[config.mk]
export PLATFORM = sky130hd
export DESIGN_NAME = spi_nor_flash_command_sequencer_top
export DESIGN_NICKNAME = d
export VERILOG_FILES = /design/src/hdl/snfcs_pkg.sv /design/src/hdl/snfcs_front.sv /design/src/hdl/snfcs_queue.sv /design/src/hdl/snfcs_back.sv /design/src/hdl/spi_nor_flash_command_sequencer_top.sv
export SDC_FILE = /design/constraint.sdc
export NUM_CORES = 1
export LEC_CHECK = 0
export ABC_AREA = 1
export BUFFER_PORTS_ARGS = -buffer_cell sky130_fd_sc_hd__buf_2
export CORE_AREA = 3 3 293 295
export DETAILED_ROUTE_END_ITERATION = 10
export DIE_AREA = 0 0 296 298
export HOLD_SLACK_MARGIN = 0.08
export SLEW_MARGIN = 30
export SYNTH_ARGS = -nofsm -noshare
export SYNTH_HDL_FRONTEND = slang
export SYNTH_SLANG_ARGS = --single-unit
export TNS_END_PERCENT = 5
[constraint.sdc]
create_clock -name clk -period 11.37 [get_ports clk]
set_clock_uncertainty 0.05 [all_clocks]
set_input_delay 1.137 -clock clk [delete_from_list [all_inputs] [get_ports clk]]
set_output_delay 1.137 -clock clk [all_outputs]
set_load 0.05 [all_outputs]
[src/hdl/snfcs_pkg.sv]
`timescale 1ns / 1ps
package snfcs_pkg;

  // Default page size and its limits.
  localparam int unsigned PAGE_BYTES_DEF = 256;
  localparam int unsigned POLL_LIMIT_RST = 100000;
  localparam int unsigned CHUNK_W        = 13;

  // Event kinds on the input stream.
  typedef enum logic [1:0] {
    CMD_REQUEST = 2'd0,
    CMD_WDATA   = 2'd1,
    CMD_RETURN  = 2'd2,
    CMD_NONE    = 2'd3
  } cmd_t;

  // Request operations.
  localparam logic [2:0] OP_READ   = 3'd0;
  localparam logic [2:0] OP_WRITE  = 3'd1;
  localparam logic [2:0] OP_PROG   = 3'd2;
  localparam logic [2:0] OP_SECTOR = 3'd3;
  localparam logic [2:0] OP_CHIP   = 3'd4;
  localparam logic [2:0] OP_ID     = 3'd5;

  // Flash opcodes.
  localparam logic [7:0] FL_WREN    = 8'h06;
  localparam logic [7:0] FL_RDSR    = 8'h05;
  localparam logic [7:0] FL_RDID    = 8'h9F;
  localparam logic [7:0] FL_READ    = 8'h03;
  localparam logic [7:0] FL_PROG    = 8'h02;
  localparam logic [7:0] FL_SE      = 8'h20;
  localparam logic [7:0] FL_CE      = 8'hC7;
  localparam logic [7:0] FL_DUMMY   = 8'hFF;
  localparam int unsigned CE_FACTOR = 20;

  // Result status codes.
  localparam logic [1:0] ST_OK      = 2'd0;
  localparam logic [1:0] ST_REJECT  = 2'd1;
  localparam logic [1:0] ST_TIMEOUT = 2'd2;

  typedef enum logic [3:0] {
    PH_IDLE, PH_PRE_CMD, PH_PRE_STAT, PH_POST_CMD, PH_POST_STAT, PH_WREN,
    PH_OPCODE, PH_ADDR, PH_WAIT_DATA, PH_WDATA, PH_RDATA, PH_ID_CMD, PH_ID_DATA
  } phase_t;

  // One classified event between the front and back parts.
  typedef struct packed {
    cmd_t                 cmd;
    logic [2:0]           op;
    logic [23:0]          address;
    logic [24:0]          length;
    logic [7:0]           write_byte;
    logic [7:0]           rx_byte;
    logic                 len_zero;
    logic                 prog_bad;
    logic [CHUNK_W-1:0]   chunk;
  } event_t;

  // One result word.
  typedef struct packed {
    logic       tx_valid;
    logic [7:0] tx_byte;
    logic       frame_end;
    logic       need_write_byte;
    logic       rd_valid;
    logic [7:0] rd_byte;
    logic       done_res;
    logic [1:0] status;
  } result_t;

endpackage

[src/hdl/snfcs_front.sv]
`timescale 1ns / 1ps
module snfcs_front import snfcs_pkg::*; #(
  parameter int unsigned PAGE_BYTES = PAGE_BYTES_DEF
) (
  input  logic         clk,
  input  logic         rst,
  input  logic         in_valid,
  output logic         in_ready,
  input  cmd_t         in_cmd,
  input  logic [2:0]   in_op,
  input  logic [23:0]  in_address,
  input  logic [24:0]  in_length,
  input  logic [7:0]   in_write_byte,
  input  logic [7:0]   in_rx_byte,
  output logic         push,
  output event_t       push_event,
  input  logic         q_full
);

  // Page offset by reciprocal multiply: q is the quotient or one less.
  localparam int unsigned RECIP   = (1 << 24) / PAGE_BYTES;
  localparam logic [20:0] RECIP_C = 21'(RECIP);
  localparam logic [24:0] PAGE_25 = 25'(PAGE_BYTES);
  localparam logic [12:0] PAGE_13 = 13'(PAGE_BYTES);

  event_t      ev_a, ev_b, ev_c;
  logic        va, vb, vc;
  logic [20:0] quo_b;
  logic [24:0] qp_c;
  logic        en;
  logic [44:0] prod_a;
  logic [33:0] prod_b;
  logic [24:0] rem_raw, rem;
  logic [12:0] room;

  assign en       = !vc || !q_full;
  assign in_ready = en;
  assign push     = vc && !q_full;

  assign prod_a = 45'(ev_a.address) * 45'(RECIP_C);
  assign prod_b = 34'(quo_b) * 34'(PAGE_13);

  // Three-stage pipeline, all stages move together.
  always_ff @(posedge clk) begin
    if (rst) begin
      va <= 1'b0;
      vb <= 1'b0;
      vc <= 1'b0;
    end else if (en) begin
      va <= in_valid && (in_cmd != CMD_NONE);
      vb <= va;
      vc <= vb;
    end
  end

  always_ff @(posedge clk) begin
    if (en) begin
      ev_a.cmd        <= in_cmd;
      ev_a.op         <= in_op;
      ev_a.address    <= in_address;
      ev_a.length     <= in_length;
      ev_a.write_byte <= in_write_byte;
      ev_a.rx_byte    <= in_rx_byte;
      ev_a.len_zero   <= 1'b0;
      ev_a.prog_bad   <= 1'b0;
      ev_a.chunk      <= '0;
      ev_b            <= ev_a;
      quo_b           <= prod_a[44:24];
      ev_c            <= ev_b;
      qp_c            <= prod_b[24:0];
    end
  end

  // Remainder with one correction step, then request classification.
  always_comb begin
    rem_raw = 25'(ev_c.address) - qp_c;
    rem     = (rem_raw >= PAGE_25) ? rem_raw - PAGE_25 : rem_raw;
    room    = PAGE_13 - rem[12:0];
    push_event          = ev_c;
    push_event.len_zero = (ev_c.length == '0);
    push_event.chunk    = (ev_c.length < 25'(room)) ? ev_c.length[CHUNK_W-1:0] : room;
    push_event.prog_bad = (ev_c.length == '0) || (ev_c.length > PAGE_25) ||
                          ((rem + ev_c.length) > PAGE_25);
  end

endmodule

[src/hdl/snfcs_queue.sv]
`timescale 1ns / 1ps
module snfcs_queue import snfcs_pkg::*; (
  input  logic   clk,
  input  logic   rst,
  input  logic   push,
  input  event_t push_event,
  output logic   full,
  input  logic   pop,
  output logic   q_valid,
  output event_t q_event
);

  // Two-entry queue; entry 0 is the head.
  event_t      slot [2];
  logic [1:0]  fill;

  assign full    = (fill == 2'd2);
  assign q_valid = (fill != 2'd0);
  assign q_event = slot[0];

  always_ff @(posedge clk) begin
    if (rst) begin
      fill <= 2'd0;
    end else begin
      fill <= fill + 2'(push) - 2'(pop);
    end
  end

  always_ff @(posedge clk) begin
    if (pop) begin
      slot[0] <= (push && fill == 2'd1) ? push_event : slot[1];
      if (push && fill == 2'd2) slot[1] <= push_event;
    end else if (push) begin
      if (fill == 2'd0) slot[0] <= push_event;
      else slot[1] <= push_event;
    end
  end

endmodule

[src/hdl/snfcs_back.sv]
`timescale 1ns / 1ps
module snfcs_back import snfcs_pkg::*; #(
  parameter int unsigned PAGE_BYTES = PAGE_BYTES_DEF
) (
  input  logic        clk,
  input  logic        rst,
  input  logic        cfg_valid,
  input  logic [31:0] cfg_data,
  input  logic        q_valid,
  input  event_t      q_event,
  output logic        pop,
  output logic        out_valid,
  input  logic        out_ready,
  output result_t     out_result
);

  localparam logic [24:0] PAGE_25 = 25'(PAGE_BYTES);

  logic [31:0]        poll_limit;
  logic [31:0]        lim1;
  logic [36:0]        lim20;
  phase_t             phase, phase_next;
  logic [2:0]         active_op, active_op_next;
  logic [23:0]        current_address, current_address_next;
  logic [24:0]        bytes_remaining, bytes_remaining_next;
  logic [CHUNK_W-1:0] chunk_remaining, chunk_remaining_next;
  logic [36:0]        poll_count, poll_count_next;
  logic [1:0]         header_index, header_index_next;
  result_t            res;
  logic               has_res;
  logic               post;
  logic [36:0]        pc_inc, limit;
  logic [24:0]        bytes_dec;
  logic [CHUNK_W-1:0] chunk_dec;

  // Poll limit and its derived wait limits.
  always_ff @(posedge clk) begin
    if (rst) begin
      poll_limit <= 32'(POLL_LIMIT_RST);
      lim1       <= 32'(POLL_LIMIT_RST);
      lim20      <= 37'(POLL_LIMIT_RST) * 37'(CE_FACTOR);
    end else begin
      if (cfg_valid) poll_limit <= cfg_data;
      lim1  <= (poll_limit == '0) ? 32'd1 : poll_limit;
      lim20 <= {lim1, 4'b0} + {2'b0, lim1, 2'b0} + 37'd0;
    end
  end

  assign pop = q_valid && (!out_valid || out_ready);

  // Address byte of the header, high byte first.
  function automatic logic [7:0] addr_byte(input logic [23:0] a, input logic [1:0] idx);
    logic [7:0] b;
    case (idx)
      2'd0:    b = a[23:16];
      2'd1:    b = a[15:8];
      default: b = a[7:0];
    endcase
    return b;
  endfunction

  // Sequencer step for one event.
  always_comb begin
    phase_next           = phase;
    active_op_next       = active_op;
    current_address_next = current_address;
    bytes_remaining_next = bytes_remaining;
    chunk_remaining_next = chunk_remaining;
    poll_count_next      = poll_count;
    header_index_next    = header_index;
    res                  = '0;
    has_res              = 1'b0;
    post                 = (phase == PH_POST_CMD) || (phase == PH_POST_STAT);
    pc_inc               = poll_count + 37'd1;
    limit                = (post && active_op == OP_CHIP) ? lim20 : {5'b0, lim1};
    bytes_dec            = bytes_remaining - 25'd1;
    chunk_dec            = chunk_remaining - 1'b1;
    case (q_event.cmd)
      CMD_REQUEST: begin
        if (phase == PH_IDLE) begin
          has_res              = 1'b1;
          active_op_next       = q_event.op;
          current_address_next = q_event.address;
          bytes_remaining_next = q_event.length;
          header_index_next    = 2'd0;
          res.tx_valid         = 1'b1;
          res.tx_byte          = FL_RDSR;
          poll_count_next      = '0;
          phase_next           = PH_PRE_CMD;
          case (q_event.op)
            OP_READ, OP_SECTOR, OP_CHIP: ;
            OP_WRITE: begin
              if (q_event.len_zero) begin
                res        = '0;
                res.done_res = 1'b1;
                res.status = ST_OK;
                phase_next = PH_IDLE;
              end else begin
                chunk_remaining_next = q_event.chunk;
              end
            end
            OP_PROG: begin
              if (q_event.prog_bad) begin
                res          = '0;
                res.done_res = 1'b1;
                res.status   = ST_REJECT;
                phase_next   = PH_IDLE;
              end else begin
                chunk_remaining_next = q_event.length[CHUNK_W-1:0];
              end
            end
            OP_ID: begin
              poll_count_next = poll_count;
              phase_next      = PH_ID_CMD;
              res.tx_byte     = FL_RDID;
            end
            default: begin
              poll_count_next = poll_count;
              res             = '0;
              res.done_res    = 1'b1;
              res.status      = ST_REJECT;
              phase_next      = PH_IDLE;
            end
          endcase
        end
      end
      CMD_WDATA: begin
        if (phase == PH_WAIT_DATA) begin
          has_res       = 1'b1;
          phase_next    = PH_WDATA;
          res.tx_valid  = 1'b1;
          res.tx_byte   = q_event.write_byte;
          res.frame_end = (chunk_remaining == CHUNK_W'(1));
        end
      end
      CMD_RETURN: begin
        if (phase != PH_IDLE && phase != PH_WAIT_DATA) begin
          has_res = 1'b1;
          case (phase)
            PH_PRE_CMD, PH_POST_CMD: begin
              phase_next    = post ? PH_POST_STAT : PH_PRE_STAT;
              res.tx_valid  = 1'b1;
              res.tx_byte   = FL_DUMMY;
              res.frame_end = 1'b1;
            end
            PH_PRE_STAT, PH_POST_STAT: begin
              if (q_event.rx_byte[0]) begin
                poll_count_next = pc_inc;
                if (pc_inc >= limit) begin
                  res.done_res = 1'b1;
                  res.status   = ST_TIMEOUT;
                  phase_next   = PH_IDLE;
                end else begin
                  phase_next   = post ? PH_POST_CMD : PH_PRE_CMD;
                  res.tx_valid = 1'b1;
                  res.tx_byte  = FL_RDSR;
                end
              end else if (!post) begin
                res.tx_valid = 1'b1;
                if (active_op == OP_READ) begin
                  phase_next  = PH_OPCODE;
                  res.tx_byte = FL_READ;
                end else begin
                  phase_next    = PH_WREN;
                  res.tx_byte   = FL_WREN;
                  res.frame_end = 1'b1;
                end
              end else if (active_op == OP_WRITE && bytes_remaining != '0) begin
                // Later chunks start on a page boundary.
                chunk_remaining_next = (bytes_remaining < PAGE_25) ?
                                       bytes_remaining[CHUNK_W-1:0] : PAGE_25[CHUNK_W-1:0];
                poll_count_next = '0;
                phase_next      = PH_PRE_CMD;
                res.tx_valid    = 1'b1;
                res.tx_byte     = FL_RDSR;
              end else begin
                res.done_res = 1'b1;
                res.status   = ST_OK;
                phase_next   = PH_IDLE;
              end
            end
            PH_WREN: begin
              phase_next   = PH_OPCODE;
              res.tx_valid = 1'b1;
              if (active_op == OP_SECTOR) begin
                res.tx_byte = FL_SE;
              end else if (active_op == OP_CHIP) begin
                res.tx_byte   = FL_CE;
                res.frame_end = 1'b1;
              end else begin
                res.tx_byte = FL_PROG;
              end
            end
            PH_OPCODE: begin
              res.tx_valid = 1'b1;
              if (active_op == OP_CHIP) begin
                poll_count_next = '0;
                phase_next      = PH_POST_CMD;
                res.tx_byte     = FL_RDSR;
              end else begin
                header_index_next = 2'd0;
                phase_next        = PH_ADDR;
                res.tx_byte       = addr_byte(current_address, 2'd0);
              end
            end
            PH_ADDR: begin
              if (header_index < 2'd2) begin
                header_index_next = header_index + 2'd1;
                res.tx_valid      = 1'b1;
                res.tx_byte       = addr_byte(current_address, header_index + 2'd1);
                res.frame_end     = (header_index == 2'd1) &&
                                    (active_op == OP_SECTOR ||
                                     (active_op == OP_READ && bytes_remaining == '0));
              end else if (active_op == OP_READ) begin
                if (bytes_remaining == '0) begin
                  res.done_res = 1'b1;
                  res.status   = ST_OK;
                  phase_next   = PH_IDLE;
                end else begin
                  phase_next    = PH_RDATA;
                  res.tx_valid  = 1'b1;
                  res.tx_byte   = FL_DUMMY;
                  res.frame_end = (bytes_remaining == 25'd1);
                end
              end else if (active_op == OP_SECTOR) begin
                poll_count_next = '0;
                phase_next      = PH_POST_CMD;
                res.tx_valid    = 1'b1;
                res.tx_byte     = FL_RDSR;
              end else begin
                phase_next          = PH_WAIT_DATA;
                res.need_write_byte = 1'b1;
              end
            end
            PH_WDATA: begin
              chunk_remaining_next = chunk_dec;
              bytes_remaining_next = bytes_dec;
              current_address_next = current_address + 24'd1;
              if (chunk_dec != '0) begin
                phase_next          = PH_WAIT_DATA;
                res.need_write_byte = 1'b1;
              end else begin
                poll_count_next = '0;
                phase_next      = PH_POST_CMD;
                res.tx_valid    = 1'b1;
                res.tx_byte     = FL_RDSR;
              end
            end
            PH_RDATA: begin
              res.rd_valid         = 1'b1;
              res.rd_byte          = q_event.rx_byte;
              bytes_remaining_next = bytes_dec;
              current_address_next = current_address + 24'd1;
              if (bytes_dec == '0) begin
                res.done_res = 1'b1;
                res.status   = ST_OK;
                phase_next   = PH_IDLE;
              end else begin
                res.tx_valid  = 1'b1;
                res.tx_byte   = FL_DUMMY;
                res.frame_end = (bytes_dec == 25'd1);
              end
            end
            PH_ID_CMD: begin
              header_index_next = 2'd0;
              phase_next        = PH_ID_DATA;
              res.tx_valid      = 1'b1;
              res.tx_byte       = FL_DUMMY;
            end
            PH_ID_DATA: begin
              res.rd_valid = 1'b1;
              res.rd_byte  = q_event.rx_byte;
              if (header_index >= 2'd2) begin
                res.done_res = 1'b1;
                res.status   = ST_OK;
                phase_next   = PH_IDLE;
              end else begin
                header_index_next = header_index + 2'd1;
                res.tx_valid      = 1'b1;
                res.tx_byte       = FL_DUMMY;
                res.frame_end     = (header_index == 2'd1);
              end
            end
            default: has_res = 1'b0;
          endcase
        end
      end
      default: ;
    endcase
  end

  // Sequencer state.
  always_ff @(posedge clk) begin
    if (rst) begin
      phase           <= PH_IDLE;
      active_op       <= '0;
      current_address <= '0;
      bytes_remaining <= '0;
      chunk_remaining <= '0;
      poll_count      <= '0;
      header_index    <= '0;
    end else if (pop) begin
      phase           <= phase_next;
      active_op       <= active_op_next;
      current_address <= current_address_next;
      bytes_remaining <= bytes_remaining_next;
      chunk_remaining <= chunk_remaining_next;
      poll_count      <= poll_count_next;
      header_index    <= header_index_next;
    end
  end

  // Output register.
  always_ff @(posedge clk) begin
    if (rst) begin
      out_valid <= 1'b0;
    end else if (!out_valid || out_ready) begin
      out_valid <= pop && has_res;
    end
  end

  always_ff @(posedge clk) begin
    if (pop) out_result <= res;
  end

endmodule

[src/hdl/spi_nor_flash_command_sequencer_top.sv]
`timescale 1ns / 1ps
// An accepted event passes the three-stage multiply pipeline in front, which finds
// the page offset of a request, then a queue, then the output register; throughput is
// one event per cycle unless m_tready stalls, set by the single-step back sequencer.
// Reset (rst, synchronous): sequencer idle, counters zero, poll limit 100000,
// pipeline and queue empty.
module spi_nor_flash_command_sequencer_top import snfcs_pkg::*; #(
  parameter int unsigned PAGE_BYTES = PAGE_BYTES_DEF
) (
  input  logic        clk,
  input  logic        rst,
  input  logic        cfg_valid,
  output logic        cfg_ready,
  input  logic [31:0] cfg_data,
  input  logic        s_tvalid,
  output logic        s_tready,
  // op[2:0], address[26:3], length[51:27], write_byte[59:52], rx_byte[67:60]
  input  logic [71:0] s_tdata,
  // cmd[1:0]
  input  logic [1:0]  s_tuser,
  output logic        m_tvalid,
  input  logic        m_tready,
  // tx_valid[0], tx_byte[8:1], need_write_byte[9], rd_valid[10], rd_byte[18:11],
  // done_res[19], status[21:20]
  output logic [23:0] m_tdata,
  output logic        m_tlast
);

  logic    push, q_full, pop, q_valid;
  event_t  push_event, q_event;
  result_t res;

  assign cfg_ready = 1'b1;

  snfcs_front #(.PAGE_BYTES(PAGE_BYTES)) u_front (
    .clk(clk), .rst(rst),
    .in_valid(s_tvalid), .in_ready(s_tready),
    .in_cmd(cmd_t'(s_tuser)),
    .in_op(s_tdata[2:0]), .in_address(s_tdata[26:3]), .in_length(s_tdata[51:27]),
    .in_write_byte(s_tdata[59:52]), .in_rx_byte(s_tdata[67:60]),
    .push(push), .push_event(push_event), .q_full(q_full)
  );

  snfcs_queue u_queue (
    .clk(clk), .rst(rst), .push(push), .push_event(push_event), .full(q_full),
    .pop(pop), .q_valid(q_valid), .q_event(q_event)
  );

  snfcs_back #(.PAGE_BYTES(PAGE_BYTES)) u_back (
    .clk(clk), .rst(rst), .cfg_valid(cfg_valid), .cfg_data(cfg_data),
    .q_valid(q_valid), .q_event(q_event), .pop(pop),
    .out_valid(m_tvalid), .out_ready(m_tready), .out_result(res)
  );

  assign m_tdata = {2'b0, res.status, res.done_res, res.rd_byte, res.rd_valid,
                    res.need_write_byte, res.tx_byte, res.tx_valid};
  assign m_tlast = res.frame_end;

endmodule
Word level (Yosys, flattened, before mapping) --
Memory sizes are Yosys's and may differ from the RTL's. Cells that the tools add are included.
Operators by class: bitwise logic cells 2, reduce and logical (&&, ||, !) cells 53, order comparisons 8, mux-type cells 140, eq/ne operators 58, $add $sub $neg 12
Operators by type and width (count):
- $mux W37 | 12
- $mux W85 | 4
- $pmux W37 S4 | 1
- $mux W13 | 9
- $pmux W13 S2 | 4
- $mux W25 | 4
- $mux W23 | 4
- $reduce_or A85 Y1 | 1
- $logic_not A25 Y1 | 3
- $pmux W37 S2 | 1
- $mux W24 | 3
- $mux W9 | 8
- $pmux W9 S8 | 1
- $mux W4 | 13
- $eq A25 B1 Y1 const B | 2
- $gt A25 B9 Y1 const B | 2
- $mux W10 | 5
- $pmux W25 S2 | 1
- $pmux W24 S2 | 1
- $pmux W14 S3 | 1
- $add A36 B34 Y37 | 1
- $add A37 B1 Y37 const B | 1
- $ge A37 B37 Y1 | 1
- $mux W3 | 12
- other kinds (73) | 178
Word-level totals: input port bits 111, memories 1, RAM bits 170, word-level logic and storage cells 318, output and inout port bits 28, register bits 480
Memories:
- u_queue.slot | depth 2, width 85, rd ports 2, clocked after Yosys merged registers in 0, wr ports 1, RTL line snfcs_queue.sv:14 | event_t slot [2];

Longest topological paths before layout --
Gate-level depths: netlist of run 1.
depth in word-level cells 10, gate-level depth with buffers 29, depth with buffers taken out 29

Hierarchy --
From an unflattened synthesis of run 1, not the netlist that was laid out.
Unflattened totals: cells, all modules 3292, area total of the unflattened synthesis 30157.7 um^2
Modules (own cells, without submodules):
- snfcs_back | area an instance 15307.2 um^2, seq. area each 4854.7 um^2, instances 1, cells each 2268
- snfcs_front | area an instance 7674.9 um^2, seq. area each 6366.1 um^2, instances 1, cells each 455
- snfcs_queue | area an instance 7145.6 um^2, seq. area each 5144.9 um^2, instances 1, cells each 564
- spi_nor_flash_command_sequencer_top | area an instance 30.0 um^2, seq. area each 0.0 um^2, instances 1, cells each 5

Worst setup path before layout of run 1 --
OpenSTA, ideal clock, no wires.
path kind input-to-reg, from in m_tready, to mem u_queue.slot[0][14] in the netlist's numbering (data pin), arrival 5.987 ns, stages on the path 10, setup slack 5.080 ns, path through nor2_1 inv_1 nor2_1 inv_1 nand2_1 inv_1 clkbuf_1 clkbuf_1 nand2_1 nand2_1
On the way: word-level cells in the longest chain between the ends 7
Ends and longest elaborated chain:
- from (decl) | RTL line spi_nor_flash_command_sequencer_top.sv:22 | input logic m_tready,
- $logic_or A1 B1 Y1 (*) | RTL line snfcs_back.sv:49 | assign pop = q_valid && (!out_valid || out_ready);
- $logic_and A1 B1 Y1 (*) | RTL line snfcs_back.sv:49
- $mux W1 | RTL line snfcs_queue.sv:30 | if (pop) begin
- $mux W1, on equally long branches | RTL line snfcs_queue.sv:32, snfcs_queue.sv:35
- $or A1 B1 Y1 (no line)
- $reduce_or A85 Y1 (no line)
- $mux W85 (no line) (*)
- to (decl) | RTL line snfcs_queue.sv:14
Every way passes the cells marked *; elsewhere a longest branch is shown, timed or not.

==> results of run 1 <==
-- cells in the mapped netlist (4+ instances only) --
cell type and instances:
a211oi_1 5, a21o_1 7, a21oi_1 230, a221oi_1 27
a31oi_1 15, buf_2 12, buf_6 4, clkbuf_1 74
clkinv_1 4, dfxtp_1 213, edfxtp_1 403, ha_1 104
inv_1 317, inv_2 11, mux2i_1 28, nand2_1 730
nand2_2 7, nand3_1 90, nand3b_1 4, nand4_1 39
nor2_1 386, nor2_2 13, nor2_4 7, nor3_1 44
nor4_1 25, o211ai_1 9, o21a_1 8, o21ai_0 191
o21ai_1 48, o21bai_1 7, o22ai_1 16, or2_2 7
xnor2_1 4, xor2_1 51
-- power groups by stage --
stage               sequential, µW  combinational (µW)  clock (µW)
floorplan                     3200                1880           0
global placement              3160                2610           0
detailed placement            3160                2630           0
CTS                           3120                2650        2320
global route                  3160                2980        2420
finish                        3120                2640        2250
-- kinds of logic after synthesis --
kind of cell	after synthesis
compound gates	581
simple gates	1366
flops	616
fa+ha+maj	106
xor+xnor	55
mux	28
other cells	2
buf+inv	428
-- registers in the layout (all words and copies together), names as in the netlist --
register and cells:
u_back.active_op 3, u_back.bytes_remaining 25, u_back.chunk_remaining 13, u_back.current_address 24, u_back.header_index 2, u_back.lim1 32, u_back.lim20 35, u_back.out_result 23
u_back.out_valid 1, u_back.phase 4, u_back.poll_count 37, u_back.poll_limit 32, u_front.ev_a 70, u_front.ev_b 70, u_front.push_event 70, u_front.va 1
u_front.vb 1, u_front.vc 1, u_queue.fill 2, u_queue.slot 170
-- worst reg2reg max path, delay by kind of cell (launching register included) --
family,cells,cell delay [ns]
and+or+nand+nor,18,2.35
AOI/OAI and AO/OA,2,0.41
buffers and inverters,3,0.23
adders and majority gates,2,0.52
xor gates and xnor gates,1,0.16
DFF,1,0.40
-- metal layers --
| layer | GRT usage (%) | vias to the layer above | part of all wire (%) |
|---|---|---|---|
| met5 | 0 | - | 0 |
| met4 | 6.16 | 0 | 3.8 |
| met3 | 2.28 | 137 | 3.3 |
| met2 | 26.5 | 370 | 49 |
| met1 | 18.6 | 9970 | 44 |
| li1 | - | 11000 | - |
-- worst paths after layout --
check	slack, ns	end	startpoint
max	7.00	u_back.out_result[2]	u_back.poll_count[0]
min	0.34	u_front.ev_b[74]	u_front.ev_a[74]
max reg2reg	7.00	u_back.out_result[2]	u_back.poll_count[0]
min reg2reg	0.34	u_front.ev_b[74]	u_front.ev_a[74]
-- area by class of cell --
type                    count  share of cell area, %
multi-input cells        2143                   33.3
clock inverters            38                   1.49
inverters                 332                   3.79
clock buffers              88                   5.57
well taps                1080                   4.07
flip-flops and latches    616                   49.3
repair buffers            149                   2.43
-- stage by stage --
| step | utilization, % | setup slack [ns] | std cells |
|---|---|---|---|
| after global placement | 36.9 | 7.00 | 4319 |
| after detailed placement | 37.0 | 6.98 | 4320 |
| after global routing | 39.8 | 6.54 | 4446 |
| after floorplan | - | 5.08 | 3187 |
| final | 39.8 | 7.00 | 4446 |
| after CTS | 39.8 | 6.97 | 4446 |
==> results.yml, run 1 <==
layout:
  final_common_cell: "nand2_1"
  multi_input_area_mm2: 0.0111
  diodes: 0
  final_layout_size_suffix_gt1_share_pct: 9.57
  final_cell_mix: "nand2_1 (728), edfxtp_1 (403), nor2_1 (383)"
  final_area_mm2: 0.0332
  ff_latch_area_mm2: 0.0164
  syn2layout_area_growth_pct: 14.3
  fill_cells: 8316
  layout.nets: 3528
setup_path:
  crit_top_cell: "nand2_1"
  r2r_cells: 26
  worstSetupPathDepth: 26
  end_kind: "flop"
  path_class: "reg -> reg"
  cpPeakStageDelay_ns: 0.40
  cp_max_fo: 6
  worstPathArrival_ns: 4.66
  cp.buffers_inverters: 3
  worstSetupStartpointType: "flop"
  required_ns: 11.66
  cp_slowest_cell: "dfxtp_1"
  crit_family: "simple AND/OR/NAND/NOR gates"
cts:
  postCtsSetupBuffers: 0
  cts_buffers: 69
  ctsHoldBuffers: 0
  ctsHtreeMaxLevel: 3
  cts.clk_slew.worst_paths_ns: 0.07
  clockBufferDepth: 3
  postCtsResizedCells: 0
  cts_tree: "built"
  clkLatencyLatePin_ns: 0.64
  cts_sinks: 616
  cts_root_buf: "clkbuf_16"
sta:
  fin_crit_sh_pct: 38.5
  timing.hold.ws_ns: 0.341
  hold_viol: 0
  fin_setup_tns_ns: 0
  fmax_ghz: 0.229
  rsz0062_at_grt: "no"
  max_slew_margin_pct: 37.7
  worstMarginPinSlew_ns: 0.935
  min_period_ns: 4.37
  setup_viol: 0
  finalMaxSlewViolations: 0
yosys:
  synth_top_family_by_area: "simple AND/OR/NAND/NOR gates"
  synth_mux_area_share_pct: 0.965
  async_flop_share_pct: 0
  synth-edff-count: 403
  avgSynthCellArea_um2: 9.13
  ys_warn_count: 0
  syn_area_mm2: 0.0290
  ys_types: 59
  ys.flop_type: "edfxtp_1"
  ys_ff_latch: 616
  synth_compound_area_share_pct: 11.0
  synth_cells: 3182
  synth-simple-area-share_pct: 19.6
  synthXorXnorAreaFrac_pct: 1.66
  yosysTopAreaCellShare_pct: 41.7
  synth_top_area_cell: "edfxtp_1"
  synth-seq-area-share_pct: 56.4
  synth_area_leaders: "edfxtp_1 (42%), dfxtp_1 (15%), nand2_1 (9.4%), nor2_1 (5.0%), ha_1 (4.5%)"
  yosys.area_share.adder_pct: 4.62
power_and_ir_drop:
  p_seq_share_pct: 39.0
  p_int_uw: 4920
  clockPowerShare_pct: 28.1
  peakVddDrop_mv: 0.144
  p_total_uw: 8000
  sw_frac_of_total_pct: 38.6
  powerDensity_mw_per_mm2: 241
  p_leak_uw: 0.0137
  comb_power_share_pct: 33.0
  p_sw_uw: 3090
global_route:
  grt_max_degree: 98
  grtUsageTotal_pct: 15.1
  antenna_found_initial: 0
  first_global_vias: 20400
  grt_pass1_wl_um: 108000
  overflow: 0
drt:
  num_vias: 21500
  firstDrtPassIters: 6
  wl_um: 67900
  drc: 0
  dr.first_iter.drc_count: 1281
  antenna_left: 0
  routed_via_density: 4.84
  routedWlPerCell_um: 15.3
floorplanning:
  start_util_pct: 34.8
  die_h_um: 298
  num_rows: 106
  die-width_um: 296
  coreArea_mm2: 0.0834
  dieArea_mm2: 0.0882
  io_pins: 139
flow_run:
  maxCapViolCount: 0
placement:
  hpwlAfterDp_um: 48000
  place_area_mm2: 0.0308
  gp_congestion: 0.902
  io_buffer_count: 131
min_path:
  hold_class: "reg -> reg"
  hold_path_depth: 0
run_status:
  status: "completed"
(Power assumes the default switching activity.)
==> run 2: changes to the inputs <==
==> constraint.sdc (replaced) <==
create_clock -name clk -period 3.85 [get_ports clk]
set_clock_uncertainty 0.05 [all_clocks]
set_input_delay 0.385 -clock clk [delete_from_list [all_inputs] [get_ports clk]]
set_output_delay 0.385 -clock clk [all_outputs]
set_load 0.05 [all_outputs]
==> results.yml, run 2 (synthesis gave the netlist of run 1 again) <==
setup_path:
  worstPathArrival_ns: 3.97
  r2r_cells: 24
  end_kind: "flop"
  path_class: "reg -> reg"
  r2r_slack_ns: 0.19
  cp_max_fo: 6
  worstPathCellList: "ha_4 -> nand2_2 -> inv_2 -> nand4_4 -> nor3_4 -> nand4_1 -> nor2_2 -> nand2_1 -> nor2_1 -> xor2_1 -> inv_1 -> ha_4 -> a21oi_1 -> nand2_1 -> nand2_2 -> o211ai_1 -> nor2_1 -> nand3_2 -> nand2_4 -> nand2_2 -> nand2_2 -> nand2_2 -> o31ai_2 -> nand2_1"
  required_ns: 4.16
  reg2reg_to: "u_back.out_result[2]"
  cp_slowest_cell: "dfxtp_2"
  crit_top_cell: "nand2_2"
  cpPeakStageDelay_ns: 0.35
  worstSetupStartpointType: "flop"
  reg2reg_from: "u_back.poll_count[1]"
min_path:
  hp-start: "m_tready"
  hold_class: "in -> reg"
  hold_path_depth: 4
  whs_endpoint: "u_back.out_valid"
cts:
  cts_tree: "built"
  ctsHtreeMaxLevel: 3
  cts_buffers: 71
  cts_root_buf: "clkbuf_16"
  cts_sinks: 616
  cts.clk_slew.worst_paths_ns: 0.06
  clkLatencyLatePin_ns: 0.63
  clockBufferDepth: 3
sta:
  fmax_ghz: 0.273
  min_period_ns: 3.66
  fin_crit_sh_pct: 95.1
  rsz0062_at_grt: "yes"
  setup_viol: 0
  fin_setup_tns_ns: 0
  worstMarginPinSlew_ns: 0.960
  max_slew_margin_pct: 36.0
  finalMaxSlewViolations: 0
  hold_viol: 0
placement:
  io_buffer_count: 131
  hpwlAfterDp_um: 49300
  place_area_mm2: 0.0312
  gp_congestion: 0.909
  placed_cells: 4362
layout:
  final_layout_size_suffix_gt1_share_pct: 11.8
  syn2layout_area_growth_pct: 20.4
  final_common_cell: "nand2_1"
  fill_cells: 8052
  largest_reg_flops: 170
  layout.nets: 3687
  fin_cells: 4605
  final_cell_mix: "nand2_1 (714), edfxtp_1 (403), nor2_1 (373)"
  final_area_mm2: 0.0350
  diodes: 0
  top_register: "u_queue.slot"
power_and_ir_drop:
  powerDensity_mw_per_mm2: 691
  p_total_uw: 24200
  p_leak_uw: 0.0144
  peakVddDrop_mv: 0.396
floorplanning:
  dieArea_mm2: 0.0882
  io_pins: 139
  die_h_um: 298
  coreArea_mm2: 0.0834
  die-width_um: 296
  start_util_pct: 34.8
  num_rows: 106
global_route:
  grtUsageTotal_pct: 15.8
  grt_max_degree: 140
  overflow: 0
  grt_pass1_wl_um: 113000
  first_global_vias: 21600
  antenna_found_initial: 0
drt:
  top_layer: "met4"
  wl_um: 70900
  antenna_left: 0
  routed_via_density: 4.84
  firstDrtPassIters: 5
  routedWlPerCell_um: 15.4
  drc: 0
  num_vias: 22300
  wl_met3_um: 2210
  routed-wl-met2_um: 36100
  wl_met1_um: 30500
  dr.first_iter.drc_count: 1563
run_status:
  status: "completed"
flow_run:
  maxCapViolCount: 0
-- run 2: critical path, delay by kind of cell (launching register included) --
family / cells / cell delay [ns]
simple gates: 16 / 1.86
xor+xnor: 1 / 0.15
fa+ha+maj: 2 / 0.36
compound gates: 3 / 0.46
buf+inv: 2 / 0.17
flops: 1 / 0.35
-- run 2: repair_timing --
action                                  in CTS  in global routing
hold buffers                               112                  0
setup buffers                                0                  3
resized for setup                            4                 54
hold endpoints to repair                   104                  0
endpoints found under the setup margin       4                  7
pin swaps                                    2                 38
-- run 2: routing by layer --
layer | up-vias | GRT usage (%)
met1 | 10400 | 19.7
met4 | 0 | 5.46
li1 | 11300 | -
met5 | - | 0
met2 | 400 | 28.0
met3 | 131 | 2.17
-- run 2: how the worst max path moves through the flow --
stage	start	slack, ns	end	depth (start not counted)
after global routing	u_back.poll_count[1]	-0.16	u_back.out_result[2]	23
after CTS	u_back.poll_count[1]	0.009	u_back.out_result[16]	25
after floorplan	u_queue.fill[1]	-0.63	u_front.ev_a[15]	3
after detailed placement	u_back.poll_count[1]	-0.04	u_back.out_result[16]	23
after global placement	u_back.poll_count[0]	-0.02	u_back.out_result[16]	23
final	u_back.poll_count[1]	0.19	u_back.out_result[2]	24
-- run 2: area by class of cell --
type / instances / area (µm²) / area share [%]
well taps: 1080 / 1350 / 3.86
flip-flops and latches: 616 / 16400 / 46.8
clock buffers: 96 / 1930 / 5.52
clock inverters: 32 / 428 / 1.22
repair buffers: 306 / 2310 / 6.62
inverters: 332 / 1250 / 3.58
multi-input cells: 2143 / 11300 / 32.4
-- run 2: through the flow --
stage | hold slack [ns] | worst slack (ns) | utilization [%]
floorplan | 0.350 | -0.633 | -
global placement | 0.350 | -0.0200 | 37.4
detailed placement | 0.355 | -0.0444 | 37.4
CTS | 0.0911 | 0.00930 | 41.6
global route | 0.141 | -0.158 | 41.9
finish | 0.140 | 0.190 | 41.9
-- run 2: power by group --
part	switching [µW]	internal, µW
Clock	2810	3870
Sequential	810	8390
Combinational	5690	2590
==> run 3: changes to the inputs <==
--- a/config.mk
+++ b/config.mk
@@ -6,7 +6,7 @@
 export NUM_CORES = 1
 export LEC_CHECK = 0
 export ABC_AREA = 1
-export BUFFER_PORTS_ARGS = -buffer_cell sky130_fd_sc_hd__buf_2
+export BUFFER_PORTS_ARGS = -buffer_cell sky130_fd_sc_hd__buf_4
 export CORE_AREA = 3 3 293 295
 export DETAILED_ROUTE_END_ITERATION = 10
 export DIE_AREA = 0 0 296 298
==> results.yml, run 3 (synthesis gave the netlist of run 1 again) <==
setup_path:
  path_class: "reg -> reg"
  cp_max_fo: 6
  required_ns: 4.15
  reg2reg_from: "u_back.poll_count[1]"
  cp-startpoint: "u_back.poll_count[1]"
  r2r_cells: 26
  worstSetupStartpointType: "flop"
  worstPathArrival_ns: 4.04
  end_kind: "flop"
layout:
  largest_reg_flops: 170
  diodes: 0
  final_common_cell: "nand2_1"
  final_cell_mix: "nand2_1 (721), edfxtp_1 (403), nor2_1 (373)"
  final_layout_size_suffix_gt1_share_pct: 11.8
  layout.nets: 3706
  top_register: "u_queue.slot"
  fin_cells: 4626
  syn2layout_area_growth_pct: 21.6
  fill_cells: 8052
sta:
  finalMaxSlewViolations: 0
  setup_viol: 0
  rsz0062_at_grt: "yes"
  hold_viol: 0
  fin_setup_tns_ns: 0
  fin_crit_sh_pct: 97.2
  fmax_ghz: 0.267
  worstMarginPinSlew_ns: 0.846
  max_slew_margin_pct: 43.6
  min_period_ns: 3.74
cts:
  cts_root_buf: "clkbuf_16"
  cts_sinks: 616
  cts_buffers: 70
  cts_tree: "built"
  clkLatencyLatePin_ns: 0.62
  cts.clk_slew.worst_paths_ns: 0.06
  ctsHtreeMaxLevel: 3
  clockBufferDepth: 3
floorplanning:
  io_pins: 139
  die_h_um: 298
  dieArea_mm2: 0.0882
  die-width_um: 296
  num_rows: 106
  coreArea_mm2: 0.0834
  start_util_pct: 34.8
min_path:
  hp-start: "m_tready"
  hold_class: "in -> reg"
  hold_path_depth: 4
placement:
  io_buffer_count: 131
  placed_cells: 4375
  gp_congestion: 0.926
  hpwlAfterDp_um: 49900
run_status:
  status: "completed"
drt:
  drc: 0
  antenna_left: 0
  wl_um: 71200
  routed_via_density: 4.84
  dr.first_iter.drc_count: 1519
  firstDrtPassIters: 6
  num_vias: 22400
  routedWlPerCell_um: 15.4
power_and_ir_drop:
  powerDensity_mw_per_mm2: 686
  peakVddDrop_mv: 0.408
  p_leak_uw: 0.0146
global_route:
  grt_max_degree: 85
  grtUsageTotal_pct: 16.0
  first_global_vias: 21900
  antenna_found_initial: 0
  grt_pass1_wl_um: 114000
  overflow: 0
flow_run:
  maxCapViolCount: 0
## run 3: cell count changes in the layout (fill, tap and decap cells not counted), sizes merged
cell	previous run	this run
clkinvlp	5	10
inv	332	330
clkbuf	96	84
dlygate4sd3	112	117
buf	194	209
bufinv	4	5
clkinv	23	32
## run 3: repair_timing
| item | CTS | global route |
|---|---|---|
| endpoints found under the hold margin | 111 | 0 |
| gates resized for setup | 6 | 31 |
| setup buffers | 0 | 5 |
| pin swaps | 3 | 23 |
| endpoints found under the setup margin | 3 | 7 |
| hold buffers | 117 | 0 |
## run 3: through the flow
stage | hold slack, ns | power (µW) | setup slack (ns) | instance area, µm² | util [%]
after detailed placement | 0.355 | 17400 | -0.0388 | 31600 | 37.9
after CTS | 0.111 | 24300 | 0.0139 | 35200 | 42.1
after global placement | 0.350 | 17300 | 0.0229 | 31600 | 37.9
after floorplan | 0.350 | 15000 | -0.633 | 29100 | -
final | 0.143 | 24200 | 0.107 | 35300 | 42.3
after global routing | 0.156 | 25900 | -0.184 | 35300 | 42.3
## run 3: area by class of cell
cell class | count | area [µm²] | share of cell area [%]
clock inverters | 45 | 519 | 1.47
flip-flops and latches | 616 | 16400 | 46.3
multi-input cells | 2143 | 11200 | 31.8
inverters | 332 | 1250 | 3.55
repair buffers | 326 | 2770 | 7.84
clock buffers | 84 | 1850 | 5.22
well taps | 1080 | 1350 | 3.83
## run 3: worst max-delay path, stage by stage (launching register included)
cell	delay [ns]
dfxtp_2	0.36
ha_4	0.14
nand2_2	0.06
inv_2	0.08
nand4_4	0.09
nor3_4	0.24
buf_4	0.16
nand4_1	0.12
nor2_2	0.18
nand2_1	0.09
nor2_1	0.14
xor2_1	0.15
inv_1	0.09
ha_4	0.28
nand2_4	0.04
nor2_2	0.10
nand2_2	0.10
nor2_4	0.12
nand3_2	0.07
nor2_2	0.12
nor2_2	0.05
nand3_2	0.12
nand2_4	0.09
nand2_2	0.10
nand3_2	0.07
o21bai_1	0.19
a21oi_1	0.09
## run 3: metal layers
layer	GRT usage (%)	share of wire [%]	vias up
met2	28.7	51	448
met4	5.51	3.2	0
met1	19.7	43	10400
met5	0	0	-
met3	2.10	3.6	136
li1	-	-	11400
## run 3: final timing paths
kind              slack, ns                endpoint
setup reg to reg       0.11   u_back.out_result[14]
setup / recovery       0.11   u_back.out_result[14]
hold reg to reg        0.36  u_front.push_event[18]
hold / removal         0.14        u_back.out_valid
## run 3: power breakdown
part,switching [µW],internal (µW),total [µW]
combinational,5640,2690,8330
sequential,812,8390,9200
clock,2860,3840,6700
